--- src/rtl/tpgq_pkg.sv ---
package tpgq_pkg;

	// Configuration register indexes
	typedef enum logic [2:0] {
		REG_GATE_LOW          = 3'd0,
		REG_GATE_HIGH         = 3'd1,
		REG_PEAK_WIN_START    = 3'd2,
		REG_PEAK_WIN_END      = 3'd3,
		REG_PULSE_THRESHOLD   = 3'd4,
		REG_PULSE_WIN_START   = 3'd5,
		REG_PULSE_WIN_END     = 3'd6,
		REG_UNUSED            = 3'd7
	} reg_index_t;

	localparam int AMP_W   = 12;
	localparam int WIN_W   = 11;
	localparam int COUNT_W = 8;
	localparam int TOTAL_W = 32;
	// Signed compare width: covers a 16-bit sample doubled, plus a 12-bit threshold
	localparam int CMP_W   = 18;

	localparam logic [AMP_W-1:0]   PEAK_MAX  = '1;
	localparam logic [COUNT_W-1:0] COUNT_MAX = '1;
	localparam logic [TOTAL_W-1:0] TOTAL_MAX = '1;

	localparam logic [AMP_W-1:0] GATE_LOW_RST        = 12'd950;
	localparam logic [AMP_W-1:0] GATE_HIGH_RST       = 12'd1350;
	localparam logic [WIN_W-1:0] PEAK_WIN_START_RST  = 11'd1050;
	localparam logic [WIN_W-1:0] PEAK_WIN_END_RST    = 11'd1250;
	localparam logic [AMP_W-1:0] PULSE_THRESHOLD_RST = 12'd200;
	localparam logic [WIN_W-1:0] PULSE_WIN_START_RST = 11'd800;
	localparam logic [WIN_W-1:0] PULSE_WIN_END_RST   = 11'd1500;

	// Output tdata width
	localparam int OUT_DATA_W = 120;

endpackage

--- src/rtl/trace_pulse_gate_qualifier.sv ---
// Channel   Direction  Handshake            Payload
// s_*       in         s_tvalid / s_tready  s_tdata: sample; s_tlast: last_sample
// m_*       out        m_tvalid / m_tready  m_tdata: peak, count, totals; m_tuser: flags
// cfg_*     in         cfg_valid/cfg_ready  cfg_index: register, cfg_data: value
//
// One sample per clock sustained, but for the stall described below. A sample
// is taken into the input stage, then its compares and running max update the
// trace state in the next cycle. The result of a trace is captured in the output
// register as its last sample leaves the input stage. Reset restores register
// defaults and clears all trace state and totals. A stalled output only holds
// back the input once a second last sample is waiting behind an untaken result.
module trace_pulse_gate_qualifier #(
	parameter int TRACE_LEN   = 2048,
	parameter int SAMPLE_BITS = 13
) (
	input  logic                                  clk,
	input  logic                                  arst_n,
	// sample input stream
	input  logic                                  s_tvalid,
	output logic                                  s_tready,
	input  logic [((SAMPLE_BITS+7)/8)*8-1:0]      s_tdata,  // [SAMPLE_BITS-1:0] sample
	input  logic                                  s_tlast,  // last_sample
	// trace result stream
	output logic                                  m_tvalid,
	input  logic                                  m_tready,
	// [11:0] trace_peak, [19:12] pulse_count, [51:20] traces_seen,
	// [83:52] single_seen, [115:84] gated_seen, [119:116] zero
	output logic [tpgq_pkg::OUT_DATA_W-1:0]       m_tdata,
	output logic [1:0]                            m_tuser,  // [0] single_pulse, [1] in_gate
	// configuration writes
	input  logic                                  cfg_valid,
	output logic                                  cfg_ready,
	input  logic [2:0]                            cfg_index,
	input  logic [tpgq_pkg::AMP_W-1:0]            cfg_data
);

	localparam int BIN_W  = $clog2(TRACE_LEN + 1);
	localparam int BWIN_W = (BIN_W > tpgq_pkg::WIN_W) ? BIN_W : tpgq_pkg::WIN_W;
	localparam int AW = tpgq_pkg::AMP_W;
	localparam int WW = tpgq_pkg::WIN_W;
	localparam int CW = tpgq_pkg::COUNT_W;
	localparam int TW = tpgq_pkg::TOTAL_W;
	localparam int XW = tpgq_pkg::CMP_W;

	// configuration registers
	logic [AW-1:0] gate_low_q, gate_high_q, threshold_q;
	logic [WW-1:0] peak_start_q, peak_end_q, pulse_start_q, pulse_end_q;

	// input stage
	logic                          valid_s1;
	logic signed [SAMPLE_BITS-1:0] sample_s1;
	logic                          last_s1;

	// per-trace state and totals
	logic [BIN_W-1:0] bin_q;
	logic [AW-1:0]    peak_q;
	logic             armed_q;
	logic [CW-1:0]    pulses_q;
	logic [TW-1:0]    trace_total_q, single_total_q, gated_total_q;

	// output register
	logic          m_valid_q;
	logic [AW-1:0] out_peak_q;
	logic [CW-1:0] out_count_q;
	logic          out_single_q, out_gated_q;
	logic [TW-1:0] out_traces_q, out_single_tot_q, out_gated_tot_q;

	// next-state logic
	logic          proc;
	logic [BIN_W-1:0] bin_nx;
	logic [AW-1:0] peak_nx;
	logic          armed_nx;
	logic [CW-1:0] pulses_nx;
	logic          single, gated;
	logic [TW-1:0] trace_tot_nx, single_tot_nx, gated_tot_nx;

	// Advance the input stage unless its result would overwrite one still waiting
	assign proc      = valid_s1 && (!last_s1 || !m_valid_q || m_tready);
	assign s_tready  = !valid_s1 || proc;
	assign cfg_ready = 1'b1;

	always_comb begin
		logic              bin_ok;
		logic [BWIN_W-1:0] bin_w;
		logic signed [XW-1:0] s_ext;
		logic signed [XW-1:0] thr_ext;
		logic [AW-1:0]     s_clip;
		bin_ok  = bin_q < BIN_W'(TRACE_LEN);
		bin_w   = BWIN_W'(bin_q);
		s_ext   = XW'(sample_s1);
		thr_ext = signed'(XW'(threshold_q));
		s_clip  = (s_ext > signed'(XW'(tpgq_pkg::PEAK_MAX))) ? tpgq_pkg::PEAK_MAX
		                                                      : s_ext[AW-1:0];
		peak_nx   = peak_q;
		armed_nx  = armed_q;
		pulses_nx = pulses_q;
		bin_nx    = bin_ok ? bin_q + 1'b1 : bin_q;

		// running max over the peak window, floored at zero
		if (bin_ok && bin_w >= BWIN_W'(peak_start_q) && bin_w <= BWIN_W'(peak_end_q)
		    && s_ext > 0 && s_clip > peak_q) begin
			peak_nx = s_clip;
		end

		// hysteresis discriminator: arm above threshold, release below half
		if (bin_ok && bin_w >= BWIN_W'(pulse_start_q) && bin_w <= BWIN_W'(pulse_end_q)) begin
			if (!armed_q && s_ext > thr_ext) begin
				armed_nx = 1'b1;
				if (pulses_q != tpgq_pkg::COUNT_MAX) begin
					pulses_nx = pulses_q + 1'b1;
				end
			end else if (armed_q && (s_ext <<< 1) < thr_ext) begin
				armed_nx = 1'b0;
			end
		end

		single = pulses_nx == CW'(1);
		gated  = single && peak_nx >= gate_low_q && peak_nx <= gate_high_q;
		trace_tot_nx  = (trace_total_q == tpgq_pkg::TOTAL_MAX) ? trace_total_q
		                                                       : trace_total_q + 1'b1;
		single_tot_nx = (single && single_total_q != tpgq_pkg::TOTAL_MAX)
		                ? single_total_q + 1'b1 : single_total_q;
		gated_tot_nx  = (gated && gated_total_q != tpgq_pkg::TOTAL_MAX)
		                ? gated_total_q + 1'b1 : gated_total_q;
	end

	// configuration writes; an index past the list is dropped
	always_ff @(posedge clk or negedge arst_n) begin
		if (!arst_n) begin
			gate_low_q    <= tpgq_pkg::GATE_LOW_RST;
			gate_high_q   <= tpgq_pkg::GATE_HIGH_RST;
			peak_start_q  <= tpgq_pkg::PEAK_WIN_START_RST;
			peak_end_q    <= tpgq_pkg::PEAK_WIN_END_RST;
			threshold_q   <= tpgq_pkg::PULSE_THRESHOLD_RST;
			pulse_start_q <= tpgq_pkg::PULSE_WIN_START_RST;
			pulse_end_q   <= tpgq_pkg::PULSE_WIN_END_RST;
		end else if (cfg_valid && cfg_ready) begin
			case (tpgq_pkg::reg_index_t'(cfg_index))
				tpgq_pkg::REG_GATE_LOW:        gate_low_q    <= cfg_data;
				tpgq_pkg::REG_GATE_HIGH:       gate_high_q   <= cfg_data;
				tpgq_pkg::REG_PEAK_WIN_START:  peak_start_q  <= cfg_data[WW-1:0];
				tpgq_pkg::REG_PEAK_WIN_END:    peak_end_q    <= cfg_data[WW-1:0];
				tpgq_pkg::REG_PULSE_THRESHOLD: threshold_q   <= cfg_data;
				tpgq_pkg::REG_PULSE_WIN_START: pulse_start_q <= cfg_data[WW-1:0];
				tpgq_pkg::REG_PULSE_WIN_END:   pulse_end_q   <= cfg_data[WW-1:0];
				default: ;
			endcase
		end
	end

	// input stage
	always_ff @(posedge clk or negedge arst_n) begin
		if (!arst_n) begin
			valid_s1 <= 1'b0;
		end else if (s_tready) begin
			valid_s1 <= s_tvalid;
		end
	end

	always_ff @(posedge clk) begin
		if (s_tvalid && s_tready) begin
			sample_s1 <= s_tdata[SAMPLE_BITS-1:0];
			last_s1   <= s_tlast;
		end
	end

	// trace state: update per sample, clear after the last one
	always_ff @(posedge clk or negedge arst_n) begin
		if (!arst_n) begin
			bin_q          <= '0;
			peak_q         <= '0;
			armed_q        <= 1'b0;
			pulses_q       <= '0;
			trace_total_q  <= '0;
			single_total_q <= '0;
			gated_total_q  <= '0;
		end else if (proc) begin
			if (last_s1) begin
				bin_q          <= '0;
				peak_q         <= '0;
				armed_q        <= 1'b0;
				pulses_q       <= '0;
				trace_total_q  <= trace_tot_nx;
				single_total_q <= single_tot_nx;
				gated_total_q  <= gated_tot_nx;
			end else begin
				bin_q    <= bin_nx;
				peak_q   <= peak_nx;
				armed_q  <= armed_nx;
				pulses_q <= pulses_nx;
			end
		end
	end

	// output register
	always_ff @(posedge clk or negedge arst_n) begin
		if (!arst_n) begin
			m_valid_q <= 1'b0;
		end else if (proc && last_s1) begin
			m_valid_q <= 1'b1;
		end else if (m_tready) begin
			m_valid_q <= 1'b0;
		end
	end

	always_ff @(posedge clk) begin
		if (proc && last_s1) begin
			out_peak_q       <= peak_nx;
			out_count_q      <= pulses_nx;
			out_single_q     <= single;
			out_gated_q      <= gated;
			out_traces_q     <= trace_tot_nx;
			out_single_tot_q <= single_tot_nx;
			out_gated_tot_q  <= gated_tot_nx;
		end
	end

	assign m_tvalid = m_valid_q;
	assign m_tdata  = {4'b0, out_gated_tot_q, out_single_tot_q, out_traces_q,
	                   out_count_q, out_peak_q};
	assign m_tuser  = {out_gated_q, out_single_q};

	// an armed discriminator has always counted at least one pulse
	a_armed_counted: assert property (@(posedge clk) disable iff (!arst_n)
		armed_q |-> pulses_q != '0)
		else $error("armed with zero pulses");

	// totals stay ordered: gated <= single <= traces
	a_totals_order: assert property (@(posedge clk) disable iff (!arst_n)
		gated_total_q <= single_total_q && single_total_q <= trace_total_q)
		else $error("running totals out of order");

	// gate flag only on a single-pulse result
	a_gate_single: assert property (@(posedge clk) disable iff (!arst_n)
		m_valid_q && out_gated_q |-> out_single_q)
		else $error("in_gate without single_pulse");

	// a result appears only after a last sample was processed
	a_result_source: assert property (@(posedge clk) disable iff (!arst_n)
		$rose(m_valid_q) |-> $past(proc && last_s1))
		else $error("result without last sample");

	// the bin counter never runs past the trace length
	a_bin_bound: assert property (@(posedge clk) disable iff (!arst_n)
		bin_q <= BIN_W'(TRACE_LEN))
		else $error("bin index past trace length");

endmodule

--- config.mk ---
export PLATFORM = sky130hd
export DESIGN_NAME = trace_pulse_gate_qualifier
export DESIGN_NICKNAME = d
export VERILOG_FILES = /design/src/rtl/tpgq_pkg.sv /design/src/rtl/trace_pulse_gate_qualifier.sv
export SDC_FILE = /design/constraint.sdc
export NUM_CORES = 1
export LEC_CHECK = 0
export ABC_AREA = 1
export BUFFER_PORTS_ARGS = -buffer_cell sky130_fd_sc_hd__buf_4
export CORE_UTILIZATION = 55
export DETAILED_ROUTE_END_ITERATION = 12
export PLACE_DENSITY_LB_ADDON = 0.25
export SLEW_MARGIN = 15
export SYNTH_ARGS = -nofsm -noshare
export SYNTH_HDL_FRONTEND = slang
export SYNTH_SLANG_ARGS = --single-unit
--- constraint.sdc ---
create_clock -name clk -period 10.07 [get_ports clk]
set_input_delay 2.014 -clock clk [delete_from_list [all_inputs] [get_ports clk]]
set_output_delay 2.014 -clock clk [all_outputs]
set_load 0.02 [all_outputs]
==> reports/qor.txt, run 1 <==
outcome -> finished, final reports clean
Core ar. -> 33800 um^2
Worst setup SP type -> flop
Cells after Synth -> 2268
Root Buffer -> clkbuf_16
Critical Path Fanout Max -> 29
Worst Skew -> 0.0102 ns
RSZ-0062 raised after global routing -> false
DRT iter0 DRCs -> 1216
Leakage -> 0.0102 uW
post-cts resize count -> 0
Slew headroom -> 34.2%
die area -> 35300 um^2
Vias/cell -> 5.31
ys async rst share -> 61.5%
min Tclk post-route -> 5.91 ns
Synth cell types -> 55
Post-synth EDFFs -> 132
crit share post-route -> 58.6%
multiplexer area fraction after synthesis -> 0%
actual slew at the worst max-slew pin -> 0.986 ns
Pwr per Cell Area -> 184 nW/um^2
Port Buffer Count -> 153
share of cells above drive strength 1 -> 14.5%
Initial Utilization -> 56.2%
hold crit path type -> flop to flop
Yosys Warn Count -> 0
sequential cell area fraction in the yosys report -> 48.9%
Hold-fix buffers, CTS -> 0
Remaining DRCs -> 0
delay-heaviest family, CP -> simple AND/OR/NAND/NOR gates
worst path required time -> 10.36 ns
routed len/inst -> 15.1 um
die height -> 188 um
largest net degree at the start of global routing -> 118
ys flop type -> dfrtp_1
GR Util All Layers -> 25.0%
post-synthesis adder-cell area fraction -> 7.11%
final wirelength -> 43400 um
initial antenna violation count -> 0
hpwl dp -> 30600 um
ant diodes -> 0
Reg2Reg Depth -> 20
synth top area cells -> dfrtp_1 23%, edfxtp_1 21%, nand2_1 14%, ha_1 7.1%, inv_1 5.7%
CTS tree -> done
Synth top cells by count -> 713 x nand2_1, 290 x inv_1, 177 x dfrtp_1
total congestion overflow -> 0
Placement Rows -> 67
final hold vios -> 0
final net count -> 2539
WS Path Type -> flop to flop
Routed Antenna Nets -> 0
Critical Path AT -> 6.20 ns
Synth Area in XOR/XNOR -> 2.49%
Reg clk slew, reported paths -> 0.06 ns
Clk Latency, worst-skew pair -> 0.54 ns
Hold WS -> 0.484 ns
clock sink total -> 343
Layout area overhead -> 14.2%
H-tree depth -> 2
#FFs+latches synth -> 343
Post-Syn Area -> 19000 um^2
CP max stage delay -> 0.82 ns
Setup TNS -> 0 ns
Setup Fix Bufs, Post-CTS -> 0
die width -> 188 um
Crit. End Element -> flop
final std cells w/o fill -> 2872
post-synthesis simple-gate area fraction -> 26.5%
top-count cell post-synth -> nand2_1
setup slack, reg-to-reg -> 4.16 ns
Setup violations, final -> 0
Worst VDD drop -> 0.128 mV
Critical Path, Cell by Cell -> ha_1, inv_1, nor3_1, nand2_1, nor3b_1, a21oi_1, nor2_1, nand3_1, a21oi_1, ha_1, a21oi_1, o21ai_0, nand4_1, o2111ai_1, o21ai_0, nand2_1, inv_1, nand3_1, nand2_1, nand2_2
worst path bufs/invs -> 2
Placer Congestion -> 0.901
DRT Pass-1 Iters -> 5
first-pass GRT wire length -> 71600 um
vias -> 15300
Max Cap Viol -> 0
max frequency -> 169 MHz
vias in the first global route -> 14800
Placed Cells -> 2802
main combinational cell family by area after synthesis -> simple AND/OR/NAND/NOR gates
max-slew violation count -> 0
compound-cell area share of the yosys netlist -> 7.09%
critical path's slowest cell -> inv_1
Max clock buf depth -> 3
Synth area leader -> dfrtp_1
Levels on crit path -> 20
CTS buffer count -> 38
hold depth -> 2
io pins -> 162
Avg Inst Size Synth -> 8.38 um^2
top-area cell type share of the netlist area -> 23.3%
Post-Route Utilization -> 64.2%
area by class of cell:
cell class | instances | area (um^2)
clock buffers | 52 | 1100
clock inverters | 18 | 189
fillers | 2910 | 12100
inverters | 295 | 1110
multi-input cells | 1555 | 8230
flip-flops and latches | 343 | 9290
well taps | 448 | 561
repair buffers | 161 | 1210
worst paths after layout:
path	from	end
worst max-delay path	bin_q[7]	out_gated_tot_q[7]
worst min-delay path	pulse_start_q[10]	pulse_start_q[10]
worst max register to register	bin_q[7]	out_gated_tot_q[7]
worst min register to register	pulse_start_q[10]	pulse_start_q[10]
max in group asynchronous	arst_n	trace_total_q[13]
min in group asynchronous	arst_n	trace_total_q[12]
kinds of logic after synthesis:
group | after synthesis
compound gates | 245
xor+xnor | 54
fa+ha+maj | 108
buf+inv | 373
flops | 343
other cells | 2
simple gates | 1143
report_power, final:
part	switching [uW]	leakage (uW)	total, uW	internal, uW
combinational	546	0.00560	819	273
sequential	107	0.00394	1750	1640
clock	556	0.000636	1420	867
total	1210	0.0102	3990	2780
metal layers:
metal	vias up	wire length, um	GRT usage (%)
li1	7597	-	-
met1	7161	19400	33.8
met2	425	20700	41.7
met3	67	2310	3.35
met4	0	994	7.82
met5	-	0	0
tightest hold or removal path, stage by stage (launching register included):
cell and delay [ns]:
dfrtp_1 0.34, nand2_1 0.05, o21ai_0 0.06
state kept, by name (all words and copies together), names as in the netlist, 12 cells and up:
signal / flops
bin_q: 12
gate_high_q: 12
gate_low_q: 12
gated_total_q: 32
out_gated_tot_q: 32
out_peak_q: 12
out_single_tot_q: 32
out_traces_q: 32
peak_q: 12
sample_s1: 13
single_total_q: 32
threshold_q: 12
trace_total_q: 32
per-stage QoR:
step           area, um^2  total power [uW]  worst slack, ns
2_1_floorplan       19000              2330             3.48
3_3_place_gp        20400              2550             4.29
3_5_place_dp        20400              2580             4.30
4_1_cts             21700              4020             4.26
5_1_grt             21700              4190             3.79
6_report            21700              3990             4.16
cells in the final DEF, fill, tap and decap left out, drive strengths merged, types with 5 or more instances in the layout:
cell    instances
nand3         132
ha            108
dfstp          34
xor2           40
nand4          41
nor3           46
conb            5
xnor2          14
nand2         745
nor2          138
a21oi          69
edfxtp        132
clkinv         14
inv           294
dfrtp         177
clkbuf         53
nor4           22
o22ai           8
o21ai         151
buf           160
or2             8
No activity file was read; power rests on OpenSTA's default activity.
==> run 2, diff against run 1 <==
==> constraint.sdc (replaced) <==
create_clock -name clk -period 5.8 [get_ports clk]
set_input_delay 1.16 -clock clk [delete_from_list [all_inputs] [get_ports clk]]
set_output_delay 1.16 -clock clk [all_outputs]
set_load 0.02 [all_outputs]
==> run 2 against run 1 <==
Total power increased by 72%. Non-clock buffer count rose by 10. Clock power up 69%. Count of clock-buffer cells in the layout is 5 lower. Sequential power increased by 73%. Utilization grew 0.20 points. Design area rose by 0.32%.
==> reports/qor.txt, run 2 (synthesized netlist as in run 1, its figures left out) <==
outcome -> finished, final reports clean
total congestion overflow -> 0 (unchanged)
Worst setup SP type -> flop
die area -> 35300 um^2 (unchanged)
Crit. End Element -> flop
final net count -> 2549 (+0.39%)
r2r startpoint -> peak_end_q[7]
GR Util All Layers -> 25.2% (+0.19 points)
ant diodes -> 0 (unchanged)
Max clock buf depth -> 3 (unchanged)
max frequency -> 207 MHz (+22%)
WS Path Type -> flop to flop
post-cts resize count -> 0 (unchanged)
worst path required time -> 6.26 ns (-4.10 ns)
Placement Rows -> 67 (unchanged)
final hold vios -> 0 (unchanged)
Post-Route Utilization -> 64.4% (+0.20 points)
Hold Path Origin -> pulse_start_q[3]
min Tclk post-route -> 4.84 ns (-1.07 ns)
largest net degree at the start of global routing -> 148 (+25%)
DRT iter0 DRCs -> 1083 (-11%)
Layout area overhead -> 14.5%
Worst Skew -> 0.0186 ns (+0.00838 ns)
Routed Antenna Nets -> 0 (unchanged)
Port Buffer Count -> 153 (unchanged)
Setup violations, final -> 0 (unchanged)
Root Buffer -> clkbuf_16
clock sink total -> 343 (unchanged)
first-pass GRT wire length -> 72200 um (+0.74%)
crit share post-route -> 83.4% (+25 points)
Leakage -> 0.0102 uW (+0.41%)
most common cell after layout, fill and taps aside -> nand2_1
Reg clk slew, reported paths -> 0.06 ns (about the same)
Placer Congestion -> 0.878 (-2.6%)
DRT Pass-1 Iters -> 5 (unchanged)
Pwr per Cell Area -> 316 nW/um^2 (+72%)
Setup Fix Bufs, Post-CTS -> 0 (unchanged)
max-slew violation count -> 0 (unchanged)
Reg2Reg Depth -> 24 (+20%)
io pins -> 162 (unchanged)
actual slew at the worst max-slew pin -> 0.958 ns (-0.0282 ns)
Critical Path AT -> 5.30 ns (-0.90 ns)
Vias/cell -> 5.29 (-0.45%)
share of cells above drive strength 1 -> 14.8% (+0.31 points)
Critical Path Fanout Max -> 29 (unchanged)
setup slack, reg-to-reg -> 0.96 ns (-3.20 ns)
Core ar. -> 33800 um^2 (unchanged)
Slew headroom -> 36.2% (+2.0 points)
CTS buffer count -> 38 (unchanged)
most frequent cells in the layout -> 712 x nand2_1, 289 x inv_1, 177 x dfrtp_1
hold depth -> 2 (unchanged)
H-tree depth -> 2 (unchanged)
die height -> 188 um (unchanged)
Hold-fix buffers, CTS -> 0 (unchanged)
Worst VDD drop -> 0.232 mV (+80%)
Clk Latency, worst-skew pair -> 0.53 ns (about the same)
Setup TNS -> 0 ns (unchanged)
WHS Endpoint -> pulse_start_q[3]
Remaining DRCs -> 0 (unchanged)
Max Cap Viol -> 0 (unchanged)
hpwl dp -> 30800 um (+0.64%)
die width -> 188 um (unchanged)
RSZ-0062 raised after global routing -> false
hold crit path type -> flop to flop
final wirelength -> 43600 um (+0.34%)
CTS tree -> done
initial antenna violation count -> 0 (unchanged)
vias in the first global route -> 14600 (-1.2%)
vias -> 15200 (-0.10%)
Initial Utilization -> 56.2% (unchanged)
routed len/inst -> 15.1 um (about the same)
worst r2r dst -> gated_total_q[3]
-- run 2: layout make-up --
cell class	count	area, um^2
Tap cell	448	561
Multi-Input combinational cell	1555	8230
Sequential cell	343	9290
Clock buffer	47	1070
Inverter	295	1110
Clock inverter	23	188
Timing Repair Buffer	171	1320
Fill cell	2816	12000
-- run 2: critical path, cell delays in order (launching register included) --
cell      delay [ns]
dfstp_2         0.53
inv_1           0.04
ha_1            0.28
inv_1           0.05
nor3_1          0.20
nand2_1         0.10
nor3b_1         0.19
a21oi_1         0.11
nor2_1          0.27
nand3_1         0.12
buf_4           0.23
a21oi_1         0.49
ha_1            0.35
a21oi_1         0.16
nor2_1          0.06
a211oi_1        0.28
nand4_1         0.16
nand2_1         0.35
inv_1           0.07
buf_4           0.25
nand3_1         0.14
nand2_1         0.06
nand2_1         0.10
nand2_1         0.06
nand2_1         0.08
-- run 2: worst max path at each step --
| stage | start | end | depth (start not counted) |
|---|---|---|---|
| 6_report | peak_end_q[7] | gated_total_q[3] | 24 |
| 3_5_place_dp | peak_end_q[7] | gated_total_q[20] | 24 |
| 5_1_grt | peak_end_q[7] | gated_total_q[3] | 25 |
| 4_1_cts | peak_end_q[7] | gated_total_q[20] | 24 |
| 3_3_place_gp | peak_end_q[7] | gated_total_q[3] | 24 |
| 2_1_floorplan | m_tready | out_count_q[0] | 6 |
-- run 2: metrics by stage --
stage               instance area (um^2)  power [uW]  setup WS (ns)  cells  hold slack [ns]
floorplan                          19000        4050         0.0597   2271            0.453
global placement                   20500        4450           1.19   2812            0.467
detailed placement                 20500        4510           1.04   2812            0.473
CTS                                21800        6920           1.02   2882            0.487
global route                       21800        7240          0.590   2882            0.505
finish                             21800        6870          0.964   2882            0.484
-- run 2: per-layer routing --
layer,vias up,global-route usage [%],part of all wire (%)
met5,-,0,0
met4,0,5.82,1.6
met3,55,2.88,5.1
met2,396,42.1,47
met1,7165,35.1,46
li1,7618,-,-
-- run 2: power breakdown --
group	total, uW	switching, uW	internal, uW
clock	2400	962	1440
combinational	1440	947	488
sequential	3030	184	2850
total	6870	2090	4780
==> run 3, diff against run 2 <==
--- a/config.mk
+++ b/config.mk
@@ -5,9 +5,9 @@
 export SDC_FILE = /design/constraint.sdc
 export NUM_CORES = 1
 export LEC_CHECK = 0
-export ABC_AREA = 1
+export ABC_AREA = 0
 export BUFFER_PORTS_ARGS = -buffer_cell sky130_fd_sc_hd__buf_4
-export CORE_UTILIZATION = 55
+export CORE_UTILIZATION = 54
 export DETAILED_ROUTE_END_ITERATION = 12
 export PLACE_DENSITY_LB_ADDON = 0.25
 export SLEW_MARGIN = 15
==> constraint.sdc (replaced) <==
create_clock -name clk -period 4.35 [get_ports clk]
set_input_delay 0.87 -clock clk [delete_from_list [all_inputs] [get_ports clk]]
set_output_delay 0.87 -clock clk [all_outputs]
set_load 0.02 [all_outputs]
==> run 3 against run 2 <==
The run now ends with setup timing left. Maximum frequency fell by 5.4%. Sequential share of layout area is 0.81 points lower. Synthesized cell count down 29%. Sequential cell count is the same. Clock power increased by 38%. Total power up 24%. Clock skew is 0.0030 ns lower. Die area shrank 5.3%. Setup slack got worse by 1.7 ns. Critical path type unchanged.
==> reports/qor.txt, run 3 <==
Vias/cell -> 5.64 (+6.6%)
Reg2Reg Depth -> 20 (-17%)
share of cells above drive strength 1 -> 27.5% (+13 points)
vias in the first global route -> 13200 (-9.8%)
#FFs+latches synth -> 343 (unchanged)
die area -> 33400 um^2 (-5.3%)
largest net degree at the start of global routing -> 96 (-35%)
worst path required time -> 4.63 ns (-1.63 ns)
Global Route met2 Usage -> 42.5% (+0.40 points)
first-pass GRT wire length -> 68400 um (-5.2%)
most frequent cells in the layout -> 254 x buf_4, 177 x dfrtp_1, 154 x nand2_1
met3 Use GR -> 4.13% (+1.2 points)
min Tclk post-route -> 5.11 ns (+0.275 ns)
Core ar. -> 31900 um^2 (-5.6%)
Sw Share -> 26.6% (-3.9 points)
top-count cell post-synth -> dfrtp_1
crit share post-route -> 117% (+34 points)
routed len/inst -> 18.5 um (+23%)
RSZ-0062 raised after global routing -> true
Critical Path Fanout Max -> 7 (-76%)
Placer Congestion -> 0.872 (-0.62%)
Max Cap Viol -> 0 (unchanged)
Routed Antenna Nets -> 0 (unchanged)
Register Area -> 9290 um^2 (unchanged)
Synth cell types -> 61 (+11%)
Critical Path AT -> 5.39 ns (+0.09 ns)
Avg Inst Size Synth -> 10.9 um^2 (+30%)
vias -> 13100 (-14%)
clock share of power -> 38.8% (+3.8 points)
most common cell after layout, fill and taps aside -> buf_4
max-slew violation count -> 0 (unchanged)
Post-synth EDFFs -> 132 (unchanged)
final worst slack -> -0.761 ns (-1.72 ns)
Worst Skew -> 0.0156 ns (-0.00297 ns)
Crit. End Element -> flop
Worst VDD drop -> 0.397 mV (+71%)
CTS buffer count -> 38 (unchanged)
synth top area cells -> dfrtp_1 25%, edfxtp_1 22%, ha_1 7.7%, xnor2_1 7.3%, dfstp_2 5.1%
outcome -> finished, violations left
Synth top cells by count -> 177 x dfrtp_1, 165 x nand2_1, 147 x xnor2_1
final wirelength -> 43100 um (-1.0%)
top-area cell type share of the netlist area -> 25.1% (+1.8 points)
die height -> 183 um (-2.7%)
io pins -> 162 (unchanged)
met1 usage -> 34.4% (-0.73 points)
Comb pwr share -> 16.2% (-4.7 points)
Setup violations, final -> 65 (+65)
Fillers -> 2312 (-18%)
Placement Setup Slack -> -0.751 ns (-1.79 ns)
Worst setup SP type -> flop
Initial Utilization -> 55.4% (-0.85 points)
Placement Rows -> 65 (-3.0%)
initial antenna violation count -> 1 (+1)
part of the power in registers -> 45.0% (+0.8 points)
clock sink total -> 343 (unchanged)
worst r2r dst -> out_gated_tot_q[19]
Synth area leader -> dfrtp_1
Slew headroom -> 45.2% (+9.0 points)
H-tree depth -> 2 (unchanged)
Hold WS -> 0.427 ns (-0.0567 ns)
Post-Syn Area -> 17700 um^2 (-7.1%)
power after layout -> 8550 uW (+24%)
Port Buffer Count -> 153 (unchanged)
Reg clk slew, reported paths -> 0.06 ns (about the same)
DRT iter0 DRCs -> 838 (-23%)
Pwr per Cell Area -> 385 nW/um^2 (+22%)
actual slew at the worst max-slew pin -> 0.819 ns (-0.138 ns)
sequential cell area fraction in the yosys report -> 52.6% (+3.7 points)
failing checks -> setup timing
Root Buffer -> clkbuf_16
Leakage -> 0.00982 uW (-3.9%)
Switching Power -> 2270 uW (+8.5%)
ys flop type -> dfrtp_1
hpwl dp -> 28500 um (-7.3%)
ys async rst share -> 61.5% (unchanged)
die width -> 183 um (-2.7%)
GR Util All Layers -> 25.9% (+0.71 points)
final hold vios -> 0 (unchanged)
ant diodes -> 0 (unchanged)
Pint -> 6280 uW (+31%)
layer with the highest usage -> met2
CTS tree -> done
Remaining DRCs -> 0 (unchanged)
final net count -> 2005 (-21%)
Post-Route Utilization -> 69.6% (+5.2 points)
Clk Latency, worst-skew pair -> 0.53 ns (about the same)
setup slack, reg-to-reg -> -0.76 ns (-1.72 ns)
DRT Pass-1 Iters -> 7 (+2)
hold crit path type -> input port to async pin
Yosys Warn Count -> 0 (unchanged)
WS Path Type -> flop to flop
max frequency -> 196 MHz (-5.4%)
Cells after Synth -> 1619 (-29%)
Layout area overhead -> 25.6%
total congestion overflow -> 0 (unchanged)
r2r startpoint -> peak_end_q[5]
multi-input logic area -> 8380 um^2 (+1.8%)
Max clock buf depth -> 3 (unchanged)
## run 3: changes by cell type after synthesis, sizes merged, moves of 12 or more
cell,before,now
a21o,2,22
a22o,0,17
o21ai,151,77
mux2,0,43
inv,294,108
nor3,46,33
nand2b,0,12
and2,3,18
and3,1,35
nor2,138,55
nand2,745,165
xnor2,14,147
a21oi,69,29
nand3,132,94
## run 3: logic make-up after synthesis
group	share of synthesized area, %
buf+inv	4.19
flops	52.6
xor+xnor	9.82
compound gates	6.85
simple gates	15.8
mux	3.03
other cells	0.0425
fa+ha+maj	7.65
## run 3: cell type report
| type | count | share of cell area (%) |
|---|---|---|
| well taps | 435 | 2.45 |
| repair buffers | 277 | 10.3 |
| clock inverters | 19 | 1.07 |
| clock buffers | 51 | 4.73 |
| inverters | 108 | 1.85 |
| flip-flops and latches | 343 | 41.9 |
| multi-input cells | 1092 | 37.8 |
## run 3: metrics by stage
stage          TNS [ns]  cell area, um^2  instances
3_5_place_dp     -33.71            20100       2228
2_1_floorplan     -4.04            18000       1622
5_1_grt          -51.31            22200       2325
4_1_cts          -28.56            21800       2313
3_3_place_gp     -28.60            20100       2228
6_report         -39.23            22200       2325
## run 3: routing by layer
metal  part of all wire, %  vias up
met5                     0        -
met4                   3.9        0
met3                   5.4      103
met2                    48      411
met1                    43     6431
li1                      -     6162
## run 3: critical path: stages (launching register included)
cell,delay [ns]
dfstp_2,0.54
inv_2,0.04
ha_4,0.21
a21o_1,0.15
a21o_1,0.18
a21o_1,0.18
a21oi_2,0.13
o211ai_1,0.10
a211o_1,0.37
nor2_4,0.18
buf_12,0.13
buf_12,0.13
o21ai_4,0.09
ha_4,0.30
nand4_1,0.15
or4_1,0.49
a221o_2,0.43
nor4bb_4,0.45
and2_4,0.30
nand4_1,0.14
xnor2_1,0.15
## run 3: worst max-delay path by stage
stage                          from             endpoint  slack, ns  cells past startpoint
global route          peak_end_q[5]  out_gated_tot_q[19]      -0.96                     22
finish                peak_end_q[5]  out_gated_tot_q[19]      -0.76                     20
detailed placement    peak_end_q[5]  out_gated_tot_q[19]      -0.75                     22
floorplan             peak_end_q[5]  out_gated_tot_q[23]      -0.31                     20
global placement    peak_start_q[1]  out_gated_tot_q[19]      -0.67                     20
CTS                   peak_end_q[6]  out_gated_tot_q[19]      -0.62                     17
## run 3: power by group through the flow
| stage | sequential (uW) | clock [uW] | combinational, uW |
|---|---|---|---|
| floorplan | 3920 | 0 | 782 |
| global placement | 3890 | 0 | 1230 |
| detailed placement | 3910 | 0 | 1280 |
| CTS | 3850 | 3370 | 1330 |
| global route | 3880 | 3490 | 1540 |
| finish | 3850 | 3310 | 1380 |
## run 3: timing repair
action / CTS / global route
endpoints found under the hold margin: 0 / 0
hold buffers: 0 / 0
endpoints found under the setup margin: 65 / 66
buffers inserted: 11 / 13
cloned: 4 / 1
pin swaps: 21 / 59
gates resized for setup: 39 / 59
